==> src/hdl/cbmf_pkg.sv <==
// Shared types and constants for the complex binary matched filter.
// Used by cbmf_lane, cbmf_merge and complex_binary_matched_filter.
package cbmf_pkg;

  // Filter geometry
  localparam int TAPS        = 32;
  localparam int SAMPLE_BITS = 16;
  localparam int OUT_BITS    = 23;
  localparam int MASK_BITS   = 32;

  // Lane split: each lane correlates LANE_TAPS consecutive taps
  localparam int LANES     = 4;
  localparam int LANE_TAPS = (TAPS + LANES - 1) / LANES;
  localparam int PAD_TAPS  = LANES * LANE_TAPS;

  // Partial sum of one lane, and full sum of two correlations
  localparam int LANE_BITS = SAMPLE_BITS + $clog2(LANE_TAPS) + 1;
  localparam int ACC_BITS  = SAMPLE_BITS + $clog2(TAPS) + 2;
  localparam int SUM_BITS  = (ACC_BITS > OUT_BITS) ? ACC_BITS : OUT_BITS;

  // Configuration register map
  localparam int CFG_INDEX_BITS = 2;
  localparam logic [CFG_INDEX_BITS-1:0] REG_INPHASE_MASK    = CFG_INDEX_BITS'(0);
  localparam logic [CFG_INDEX_BITS-1:0] REG_QUADRATURE_MASK = CFG_INDEX_BITS'(1);

  localparam logic [MASK_BITS-1:0] INPHASE_MASK_RST    = 32'h1CF8_58C5;
  localparam logic [MASK_BITS-1:0] QUADRATURE_MASK_RST = 32'hD7A5_A854;

  typedef logic signed [SAMPLE_BITS-1:0] sample_t;
  typedef logic signed [LANE_BITS-1:0]   lane_acc_t;
  typedef logic signed [SUM_BITS-1:0]    sum_t;

  // Four partial correlations of one lane:
  // ii = I hist x cI, iq = I hist x cQ, qi = Q hist x cI, qq = Q hist x cQ
  typedef struct packed {
    lane_acc_t ii;
    lane_acc_t iq;
    lane_acc_t qi;
    lane_acc_t qq;
  } lane_sum_t;

endpackage

==> src/hdl/cbmf_merge.sv <==
// Merging stage: adds the lane partial sums and forms the X and Y results.
// Depends on cbmf_pkg.
module cbmf_merge
  import cbmf_pkg::*;
(
  input  logic      clk,
  input  logic      en,
  input  lane_sum_t lane_sum [LANES],
  output sum_t      x_r,
  output sum_t      y_r
);

  sum_t x_nxt;
  sum_t y_nxt;

  // Accumulate the four lanes, then combine the correlations
  always_comb begin
    sum_t ii;
    sum_t iq;
    sum_t qi;
    sum_t qq;
    ii = '0;
    iq = '0;
    qi = '0;
    qq = '0;
    for (int l = 0; l < LANES; l++) begin
      ii = ii + SUM_BITS'(lane_sum[l].ii);
      iq = iq + SUM_BITS'(lane_sum[l].iq);
      qi = qi + SUM_BITS'(lane_sum[l].qi);
      qq = qq + SUM_BITS'(lane_sum[l].qq);
    end
    x_nxt = ii + qq;
    y_nxt = qi - iq;
  end

  // Hold the result while the consumer stalls
  always_ff @(posedge clk) begin
    if (en) begin
      x_r <= x_nxt;
      y_r <= y_nxt;
    end
  end

endmodule

==> config.mk <==
export PLATFORM = sky130hd
export DESIGN_NAME = cbmf_merge
export DESIGN_NICKNAME = d
export VERILOG_FILES = /design/src/hdl/cbmf_pkg.sv /design/src/hdl/cbmf_merge.sv
export SDC_FILE = /design/constraint.sdc
export NUM_CORES = 1
export LEC_CHECK = 0
export ABC_AREA = 0
export BUFFER_PORTS_ARGS = -buffer_cell sky130_fd_sc_hd__clkbuf_2
export CAP_MARGIN = 20
export CORE_UTILIZATION = 40
export CTS_CLUSTER_DIAMETER = 40
export CTS_CLUSTER_SIZE = 24
export DETAILED_ROUTE_END_ITERATION = 6
export GPL_TIMING_DRIVEN = 0
export PLACE_DENSITY_LB_ADDON = 0.3
export SLEW_MARGIN = 20
export SYNTH_ARGS = -nofsm -noshare
export SYNTH_HDL_FRONTEND = slang
export SYNTH_SLANG_ARGS = --single-unit
==> constraint.sdc <==
create_clock -name clk -period 5 [get_ports clk]
set_input_delay 1 -clock clk [delete_from_list [all_inputs] [get_ports clk]]
set_output_delay 1 -clock clk [all_outputs]
set_load 0.01 [all_outputs]
### Word level (Yosys, flattened, before mapping)

Index checks and enable logic that the tools add are counted.

* $add $sub $neg: 14

Operators by type and width (number)
* 22-bit by 20-bit adder with 23-bit output: 4
* 21-bit by 20-bit adder with 22-bit output: 4
* 20-bit by 20-bit adder with 21-bit output: 4
* 23-bit adder: 1
* 23-bit subtractor: 1

* flip-flop bits (word level): 46
* bits of input ports: 322
* output and inout bits: 46
* logic and storage cells: 16

### Depth between registers and ports, before layout

* depth after elaboration: 4
* gate-level depth with buffers: 17
* depth with buffers taken out: 17

### Worst setup path before layout

OpenSTA, ideal clock, no wires.

* path kind: input to register
* start point: input lane_sum[142] in the netlist's numbering
* end point: register x_r[20] (data pin)
* library setup time: 0.261 ns
* arrival: 4.855 ns
* required time: 4.739 ns
* setup slack: -0.115 ns
* stages: 15
* path buffers: 0
* cells stage by stage: fa_1 inv_1 fa_1 fa_1 fa_1 inv_1 ha_1 inv_1 fa_1 nor2b_1 o31a_1 o311a_4 nor2_2 or4b_1 o311a_1

* word-level cells in the longest chain between the ends: 3

Ends and longest elaborated chain
* start, declared: line cbmf_merge.sv:8 `input lane_sum_t lane_sum [LANES],`
* 21-bit by 20-bit adder with 22-bit output: line cbmf_merge.sv:27 `ii = ii + SUM_BITS'(lane_sum[l].ii);`
* 22-bit by 20-bit adder with 23-bit output: line cbmf_merge.sv:27
* 23-bit adder: line cbmf_merge.sv:32 `x_nxt = ii + qq;`
* named net x_nxt[20]: line cbmf_merge.sv:13 `sum_t x_nxt;`
* end signal, assigned: line cbmf_merge.sv:39 `x_r <= x_nxt;`
* end, declared: line cbmf_merge.sv:9 `output sum_t x_r,`

The timed path passes the listed nets, and every way through them passes these cells.
A chain may end at the register's enable or synchronous reset.

### Worst setup path in the final report

* start point: input lane_sum[82] in the netlist's numbering
* end point: register x_r[20] (data pin)

* word-level cells in the longest chain between the ends: 3

Ends and longest elaborated chain
* 21-bit by 20-bit adder with 22-bit output: line cbmf_merge.sv:30 `qq = qq + SUM_BITS'(lane_sum[l].qq);`
* 22-bit by 20-bit adder with 23-bit output: line cbmf_merge.sv:30
* 23-bit adder: line cbmf_merge.sv:32
* named net x_nxt[20]: line cbmf_merge.sv:13

The timed path passes the listed nets, and every way through them passes these cells.

==> qor.yml <==
place:
  hpwlAfterDp_um: 19200
  finalWeightedCongestion: 0.822
  io_buffer_count: 367
  placed_area_um2: 12300
clock_network:
  clkSlewWorstSetupHoldPaths_ns: 0.06
  numCtsBuffers: 5
  cts-root-buf: "clkbuf_16"
  clockBufferDepth: 2
  htreeDepth: 2
  cts_hold_buf: 0
  cts.sinks: 46
  tritoncts: "done"
yosys:
  ys_types: 61
  syn-num-nets: 1573
  ys_seq_area_share_pct: 13.8
  yosys_warnings: 0
  synthCells: 957
  synth_edf_count: 46
  syn_area_um2: 10000
  synth.avg_cell_area_um2: 10.5
  ys.flop_type: "edfxtp_1"
  synth-seq-cells: 46
  async_flop_share_pct: 0
die:
  core-area_um2: 24400
  fp.dieArea_um2: 25600
  io_pins: 368
  die_width_um: 160
  num_rows: 57
  die_h_um: 160
  start_util_pct: 41.0
timing:
  rsz0062_at_grt: "true"
  fin_crit_ns: 4.97
  min_period_over_period_pct: 99.5
  fmax_mhz: 201
  whs_ns: 1.06
  setup-violations-final: 0
  slew_violations: 0
  hold_viol_final: 0
  worst_pin_slew_ns: 0.671
  slew-limit-headroom_pct: 55.3
detailed_routing:
  drcViolationCount: 0
  dr.pass1.iters: 4
  detail-route-antenna-nets: 0
  drt_iter0_drc: 247
  dr_total_vias: 7489
  vias_per_cell: 4.51
  routedWlPerCell_um: 12.2
  wl_um: 20300
outcome:
  status: "finished, final reports clean"
layout:
  final_net_count: 1953
  synthToLayoutAreaGrowth_pct: 25.6
  drive_above_1_share_pct: 31.8
  finish.instance_area_um2: 12600
  diodes: 0
worst_hold_path:
  hold_path_class: "input pin to flop"
grt:
  grt.overflow.total: 0
  grt_max_degree: 47
  antenna_found_initial: 0
  grt_pass1_wl_um: 35000
  grt.total_usage_pct: 16.8
  grt_pass1_vias: 8040
setup_path:
  crit_type: "input pin to flop"
  endpoint_kind: "flop"
  cp-start-kind: "input pin"
  cp_data_required_time_ns: 5.03
  crit_fanout: 3
  cp.arrival_ns: 5.00
flow_run:
  drv_cap: 0
pwr:
  p_leak_nw: 6.82
  pwr_density_cell_nw_per_um2: 764
  vdd_ir_drop_max_mv: 0.368
  fin_total_pwr_mw: 9.60
-- sequential cells by signal, indices dropped and copies added, names as in the netlist --
register	flops
x_r	23
y_r	23
-- critical path, cell delays in order --
cell,delay (ns)
buf_6,0.09
fa_1,0.55
inv_2,0.05
fa_1,0.52
fa_1,0.57
fa_1,0.43
inv_2,0.08
ha_4,0.14
inv_2,0.04
fa_2,0.34
nor2b_2,0.14
o31a_1,0.18
o311a_4,0.23
nor2_2,0.05
or4b_1,0.46
o311a_1,0.13
-- repair_timing --
| action | in CTS | in global routing |
|---|---|---|
| buffers inserted | 3 | 4 |
| pin swaps | 8 | 9 |
| endpoints found under the setup margin | 8 | 16 |
| gates resized for setup | 10 | 19 |
| gates cloned | 0 | 0 |
-- cells in the mapped netlist, types with 5 or more instances --
cell type	instances	area (um2)
nor2_1	24	90.1
nand4_1	6	37.5
edfxtp_1	46	1380
a211oi_1	9	67.6
o21a_1	7	52.6
fa_1	248	4960
xor2_1	11	96.3
nand2_1	25	93.8
inv_1	359	1350
o21ai_0	16	80.1
xnor2_1	27	236
a21o_1	17	128
a21oi_1	30	150
ha_1	46	576
nand3_1	5	25.0
-- metal layers --
layer | global-route usage, % | share of wire [%] | vias up | wire, um
li1 | - | - | 3601 | -
met4 | 2.64 | 1.4 | 0 | 289
met2 | 30.9 | 53 | 226 | 10800
met1 | 19.8 | 38 | 3640 | 7630
met5 | 0 | 0 | - | 0
met3 | 4.39 | 7.7 | 22 | 1570
-- power breakdown --
| group | internal (mW) | switching (mW) |
|---|---|---|
| Combinational | 3.66 | 4.52 |
| Clock | 0.185 | 0.136 |
| Sequential | 1.05 | 0.0533 |
| Total | 4.89 | 4.71 |
-- cell type report --
cell class / instances / area (um2)
plain buffers: 7 / 28.8
clock buffers: 6 / 129
clock inverters: 2 / 13.8
fillers: 2284 / 11800
inverters: 359 / 1350
multi-input cells: 544 / 7360
flip-flops and latches: 46 / 1380
well taps: 324 / 405
repair buffers: 374 / 1900
-- cell usage in the layout, fill, tap and decap left out, types with 6 or more instances in the layout --
cell type / netlist / routed
a21o_1: 17 / 17
a21oi_1: 30 / 30
buf_4: 0 / 6
clkbuf_2: 0 / 365
edfxtp_1: 46 / 46
fa_1: 248 / 245
ha_1: 46 / 42
inv_1: 359 / 356
nand2_1: 25 / 25
nand4_1: 6 / 6
nor2_1: 24 / 23
o21a_1: 7 / 6
o21ai_0: 16 / 13
xnor2_1: 27 / 27
xor2_1: 11 / 11
-- stage by stage --
stage	setup slack (ns)	util (%)	setup TNS, ns	instances
after floorplan	-0.0484	-	-0.0484	957
after global placement	-0.597	50.2	-5.85	1648
after detailed placement	-0.569	50.2	-5.84	1648
after CTS	0.00131	51.0	0	1659
after global routing	-0.0705	51.5	-0.202	1662
final	0.0260	51.5	0	1662
-- worst paths after layout --
path | slack [ns] | end | from | cells after the start
min | 1.06 | y_r[0] | lane_sum[22] | 2
max | 0.03 | x_r[20] | lane_sum[82] | 16
-- logic make-up after synthesis --
family / after synthesis / share of synthesized area [%]
AO/OA/AOI/OAI: 120 / 8.84
buffers and inverters: 367 / 13.8
adder cells (fa/ha/maj): 294 / 55.4
XOR/XNOR: 38 / 3.33
AND/OR/NAND/NOR: 88 / 4.43
flip-flops: 46 / 13.8
multiplexers: 4 / 0.413
No activity file was read; power rests on OpenSTA's default activity.
