**config.mk**
```make
export PLATFORM = sky130hd
export DESIGN_NAME = cbmf_lane
export DESIGN_NICKNAME = d
export VERILOG_FILES = /design/src/hdl/cbmf_pkg.sv /design/src/hdl/cbmf_lane.sv
export SDC_FILE = /design/constraint.sdc
export NUM_CORES = 2
export LEC_CHECK = 0
export ABC_AREA = 1
export ABC_CLOCK_PERIOD_IN_PS = 27200
export BUFFER_PORTS_ARGS = -buffer_cell sky130_fd_sc_hd__buf_2
export CORE_ASPECT_RATIO = 0.8
export CORE_UTILIZATION = 62
export DETAILED_ROUTE_END_ITERATION = 10
export PLACE_DENSITY_LB_ADDON = 0.15
export SYNTH_ARGS = -nofsm -noshare
export SYNTH_HDL_FRONTEND = slang
export SYNTH_SLANG_ARGS = --single-unit
```
**constraint.sdc**
```tcl
create_clock -name clk -period 27.2 [get_ports clk]
set_clock_uncertainty 0.15 [all_clocks]
set_input_delay 4.08 -clock clk [delete_from_list [all_inputs] [get_ports clk]]
set_output_delay 4.08 -clock clk [all_outputs]
set_load 0.02 [all_outputs]
```
**src/hdl/cbmf_pkg.sv**
```systemverilog
// Shared types and constants for the complex binary matched filter.
// Used by cbmf_lane, cbmf_merge and complex_binary_matched_filter.
package cbmf_pkg;

  // Filter geometry
  localparam int TAPS        = 32;
  localparam int SAMPLE_BITS = 16;
  localparam int OUT_BITS    = 23;
  localparam int MASK_BITS   = 32;

  // Lane split: each lane correlates LANE_TAPS consecutive taps
  localparam int LANES     = 4;
  localparam int LANE_TAPS = (TAPS + LANES - 1) / LANES;
  localparam int PAD_TAPS  = LANES * LANE_TAPS;

  // Partial sum of one lane, and full sum of two correlations
  localparam int LANE_BITS = SAMPLE_BITS + $clog2(LANE_TAPS) + 1;
  localparam int ACC_BITS  = SAMPLE_BITS + $clog2(TAPS) + 2;
  localparam int SUM_BITS  = (ACC_BITS > OUT_BITS) ? ACC_BITS : OUT_BITS;

  // Configuration register map
  localparam int CFG_INDEX_BITS = 2;
  localparam logic [CFG_INDEX_BITS-1:0] REG_INPHASE_MASK    = CFG_INDEX_BITS'(0);
  localparam logic [CFG_INDEX_BITS-1:0] REG_QUADRATURE_MASK = CFG_INDEX_BITS'(1);

  localparam logic [MASK_BITS-1:0] INPHASE_MASK_RST    = 32'h1CF8_58C5;
  localparam logic [MASK_BITS-1:0] QUADRATURE_MASK_RST = 32'hD7A5_A854;

  typedef logic signed [SAMPLE_BITS-1:0] sample_t;
  typedef logic signed [LANE_BITS-1:0]   lane_acc_t;
  typedef logic signed [SUM_BITS-1:0]    sum_t;

  // Four partial correlations of one lane:
  // ii = I hist x cI, iq = I hist x cQ, qi = Q hist x cI, qq = Q hist x cQ
  typedef struct packed {
    lane_acc_t ii;
    lane_acc_t iq;
    lane_acc_t qi;
    lane_acc_t qq;
  } lane_sum_t;

endpackage

```
**src/hdl/cbmf_lane.sv**
```systemverilog
// One correlation lane: signed +1/-1 sums over a slice of both delay lines.
// Depends on cbmf_pkg.
module cbmf_lane
  import cbmf_pkg::*;
(
  input  logic                 clk,
  input  logic                 en,
  input  sample_t              hist_i [LANE_TAPS],
  input  sample_t              hist_q [LANE_TAPS],
  input  logic [LANE_TAPS-1:0] sign_i,
  input  logic [LANE_TAPS-1:0] sign_q,
  output lane_sum_t            sum_r
);

  lane_sum_t sum_nxt;

  // Add or subtract each tap according to its sign bit
  always_comb begin
    lane_acc_t ext_i;
    lane_acc_t ext_q;
    sum_nxt = '0;
    for (int j = 0; j < LANE_TAPS; j++) begin
      ext_i = LANE_BITS'(hist_i[j]);
      ext_q = LANE_BITS'(hist_q[j]);
      sum_nxt.ii = sign_i[j] ? sum_nxt.ii + ext_i : sum_nxt.ii - ext_i;
      sum_nxt.iq = sign_q[j] ? sum_nxt.iq + ext_i : sum_nxt.iq - ext_i;
      sum_nxt.qi = sign_i[j] ? sum_nxt.qi + ext_q : sum_nxt.qi - ext_q;
      sum_nxt.qq = sign_q[j] ? sum_nxt.qq + ext_q : sum_nxt.qq - ext_q;
    end
  end

  // Hold partial sums while the stage is stalled
  always_ff @(posedge clk) begin
    if (en) begin
      sum_r <= sum_nxt;
    end
  end

endmodule

```
---- After elaboration in Yosys (flattened, before gate mapping) ----
Index checks and enable logic that the tools add are counted.
Widths: inputs -> output; s select.
word-level totals
  flip-flop bits (word level) ............. 80
  bits of input ports ..................... 274
cells by class
  add/subtract/negate cells ............... 58
  muxes and demuxes ....................... 32
operators with widths
  kind                   number
  $mux 20                32
  $add 20x16->20         28
  $sub 20x16->20         28
  $sub 1x16->17 const A  2

---- Logic depth before layout (Yosys ltp) ----
  depth in word-level cells ............... 16
  mapped depth ............................ 66

---- Worst setup path before layout ----
Ideal clock, no wire load.
  kind .................................... input port to flip-flop
  start point ............................. input sign_q[0]
  end point ............................... register sum_r[59] in the netlist's numbering (data pin)
  data arrival time ....................... 12509 ps
  slack ................................... 14292 ps
  stages .................................. 62
  cells stage by stage .................... clkbuf_1 clkbuf_1 nand2_1 o21ai_0 ha_1 a21o_1 a31oi_1 xnor2_1 ha_1 a21oi_1 nand2_1 a21oi_1 nor2_1 nor2_1 xor2_1 inv_1 ha_1 a21oi_1 (+26 left out) o2111ai_1 a21oi_1 nor2_1 nor2_1 xor2_1 ha_1 inv_1 nor3_1 nand3_1 nand3b_1 o221ai_1 xor2_1 nand3b_1 nand2_1 inv_1 nand3_1 nand2_1 inv_1
RTL lines
  element               line             source
  start, declared       cbmf_lane.sv:11  input logic [LANE_TAPS-1:0] sign_q,
  end signal, assigned  cbmf_lane.sv:35  sum_r <= sum_nxt;
  end, declared         cbmf_lane.sv:12  output lane_sum_t sum_r

==> run_results.csv <==
group,metric,value,unit
outcome,outcome,"complete, no violations",
global_route,grt_pass1_wl,180900,microns
setup_path,timing.critical_path.arrival,14.74,ns
drt,viasPerCell,5.828,
die,core_region_area,56990,sq um
synth,synth_compound_area_share,24.38,%
placement,place_congestion,1.036,
final_layout,registers.top_by_ff_count,"sum_r",
placement,dpl_wire_length,99840,microns
clock_network,cts_tree,"yes",
setup_path,worstSetupPathType,"in2reg",
hold_path,class_of_the_tightest_hold_or_removal_check,"in2reg",
global_route,globalRouteOverflowTotal,0,
sta,totalNegativeSetupSlack,0,ns
final_layout,largest_reg_flops,78,
synth,yosys.area.top_type_share,18.59,%
setup_path,cpMostUsedCell,"sky130_fd_sc_hd__nand2_1",
setup_path,endpoint_kind,"register",
sta,maximum_achievable_frequency,67.72,MHz
setup_path,worst_setup_path_startpoint,"sign_q[1]",
global_route,antenna_found_initial,20,
setup_path,crit_slowest_cell,"sky130_fd_sc_hd__buf_2",
synth,synth-seq-cells,78,
sta,report.final.setup_viol,0,
drt,drt_pass1_iterations,8,
drt,drc_viols,0,
clock_network,clk_pin_slew,0.07,ns
final_layout,final_layout_size_suffix_gt1_share,8.258,%
global_route,grt_max_degree,79,
synth,parity_gate_share_of_the_synthesized_area_counting_xor_and_xnor_cells,15.80,%
die,dieArea,58950,sq um
setup_path,critPathLaunchType,"input pin",
final_layout,final_nets,6910,
die,initial_utilization,63.07,%
synth,synth-simple-area-share,24.91,%
setup_path,critical_path_peak_fanout,54,
drt,route.vias.total,39980,
synth,seq_area_frac_synth,6.516,%
clock_network,tritoncts_num_sinks,78,
clock_network,htree_levels,3,
drt,detail-route-antenna-nets,0,
placement,place_worst_setup_slack,12.27,ns
synth,ys_async_sr_fraction,0,%
synth,synth_top_family_by_area,"simple AND/OR/NAND/NOR gates",
synth,post_synth_mux_area_share,0,%
final_layout,biggestRegsByFlops,"sum_r: 78 flops",
placement,io_buffer_count,353,
synth,synth_fa_ha_area_share,20.15,%
clock_network,cts_hold_buf,0,
sta,setup_slack,12.43,ns
sta,finalMaxSlewViolations,0,
sta,setup_repair_after_global_routing_missed_its_margin,"false",
sta,min_period_over_period,54.29,%
final_layout,areaGrowthSynthToFinish,7.550,%
synth,synth.distinct_cells,65,
die,die_width,271.2,microns
synth,ys_warn_count,0,
setup_path,required,27.17,ns
global_route,via_count_of_the_first_global_routing_pass,35280,
global_route,grtUsageTotal,37.57,%
sta,max_slew.worst_pin.slew,1.033,ns
synth,synth_cells,5804,
sta,timing.final.crit_period,14.77,ns
synth,mappedNetlistNets,6640,
synth,dominantRegCellSynth,"sky130_fd_sc_hd__edfxtp_1",
synth,post_synth_main_area_contributors,"sky130_fd_sc_hd__ha_1 (19%), sky130_fd_sc_hd__nand2_1 (14%), sky130_fd_sc_hd__xor2_1 (11%)",
die,num_io_pins,354,
clock_network,cts.repair_timing.setup_buffer_count,0,
synth,syn_area_per_cell,6.193,sq um
clock_network,cts-buffers-inserted,9,
flow_run,max_cap_violations,0,
synth,syn_area,35950,sq um
sta,worst_slew_margin_rel,31.14,%
die,die_height,217.4,microns
setup_path,cp_slowest_stage_delay,0.63,ns
drt,drt_first_iter_violations,4380,
clock_network,ctsLongestPathBuffers,2,
sta,hold_viol,0,
clock_network,root_buffer,"sky130_fd_sc_hd__clkbuf_16",
drt,wl_per_cell,16.70,microns
die,placementRows,78,
synth,synth.largest_area_cell,"sky130_fd_sc_hd__ha_1",
synth,synth_enable_flop_cells,78,
clock_network,ctsResizeCount,0,
drt,drt_wl_total,114500,microns
setup_path,cp-endpoint,"sum_r[59]$_DFFE_PP_",
placed cells by master (no fill, tap or decap), types with 24 or more instances in the layout:
master                     synthesis  routed
sky130_fd_sc_hd__a21oi_1         654     654
sky130_fd_sc_hd__a31oi_1          50      50
sky130_fd_sc_hd__buf_2             4     352
sky130_fd_sc_hd__edfxtp_1         78      78
sky130_fd_sc_hd__fa_1             28      28
sky130_fd_sc_hd__ha_1            534     534
sky130_fd_sc_hd__inv_1           655     655
sky130_fd_sc_hd__nand2_1        1315    1315
sky130_fd_sc_hd__nand3_1         188     188
sky130_fd_sc_hd__nand4_1          37      37
sky130_fd_sc_hd__nor2_1          351     351
sky130_fd_sc_hd__nor3_1           90      90
sky130_fd_sc_hd__o211ai_1         37      37
sky130_fd_sc_hd__o21ai_0         687     687
sky130_fd_sc_hd__o21ai_1          30      30
sky130_fd_sc_hd__o21bai_1         45      45
sky130_fd_sc_hd__o31ai_1          24      24
sky130_fd_sc_hd__xnor2_1         194     194
sky130_fd_sc_hd__xor2_1          442     442
critical path: cells and delay by family:
kind	cells	cell delay [ns]
and+or+nand+nor	26	2.81
AOI/OAI and AO/OA	14	2.35
adders and majority gates	7	2.63
xor gates and xnor gates	7	1.23
buffers and inverters	9	1.61
synth_stat cells, drive strengths merged, types with 24 or more instances:
cell	instances
nor2	370
o21bai	45
nand4	38
xor2	443
xnor2	197
nand2	1331
nand3	196
o211ai	37
clkbuf	98
edfxtp	78
nor3	106
o31ai	24
o21ai	719
ha	534
inv	669
a21oi	674
a31oi	50
fa	28
how the worst min path moves through the flow:
stage	start	endpoint	slack (ns)	cells past startpoint
final	hist_i[0]	sum_r[40]$_DFFE_PP_	3.90	2
after detailed placement	hist_i[0]	sum_r[40]$_DFFE_PP_	4.27	2
after CTS	hist_i[0]	sum_r[40]$_DFFE_PP_	3.90	2
after global routing	hist_q[0]	sum_r[20]$_DFFE_PP_	3.92	2
after floorplan	en	sum_r[10]$_DFFE_PP_	4.04	0
after global placement	hist_i[0]	sum_r[40]$_DFFE_PP_	4.26	2
stage by stage:
| step | cell area [sq um] | cells | util (%) | hold WS [ns] |
|---|---|---|---|---|
| 3_3_place_gp | 38340 | 6823 | 67.26 | 4.256 |
| 5_1_grt | 38630 | 6849 | 67.78 | 3.915 |
| 2_1_floorplan | 35950 | 5804 | - | 4.043 |
| 6_report | 38660 | 6860 | 67.83 | 3.903 |
| 4_1_cts | 38610 | 6839 | 67.74 | 3.901 |
| 3_5_place_dp | 38340 | 6823 | 67.26 | 4.273 |
area by class of cell:
| class | count | area (sq um) |
|---|---|---|
| antenna | 21 | 52.55 |
| multi-input combinational | 4943 | 30640 |
| inverter | 677 | 2541 |
| clock inverter | 6 | 43.79 |
| clock buffer | 10 | 229.0 |
| fill | 5412 | 18330 |
| timing repair buffer | 365 | 1859 |
| sequential | 78 | 2342 |
| tap | 760 | 950.9 |
metal layers:
metal  up-vias  track usage, %  wire [microns]
li1      20260               -               -
met1     17930           55.27           54130
met2      1655           57.50           46980
met3       123           5.495           11260
met4        12           7.790            2093
met5         -               0              81
kinds of logic (layout without fill, tap and decap cells):
group	after synthesis	in the layout
compound gates	1622	1622
xor+xnor	642	642
fa+ha+maj	562	562
buf+inv	783	1058
flops	78	78
other cells	0	21
simple gates	2117	2117
Power is not shown: default switching activity piles up to over one toggle a cycle in this logic, so the estimate is an artifact.
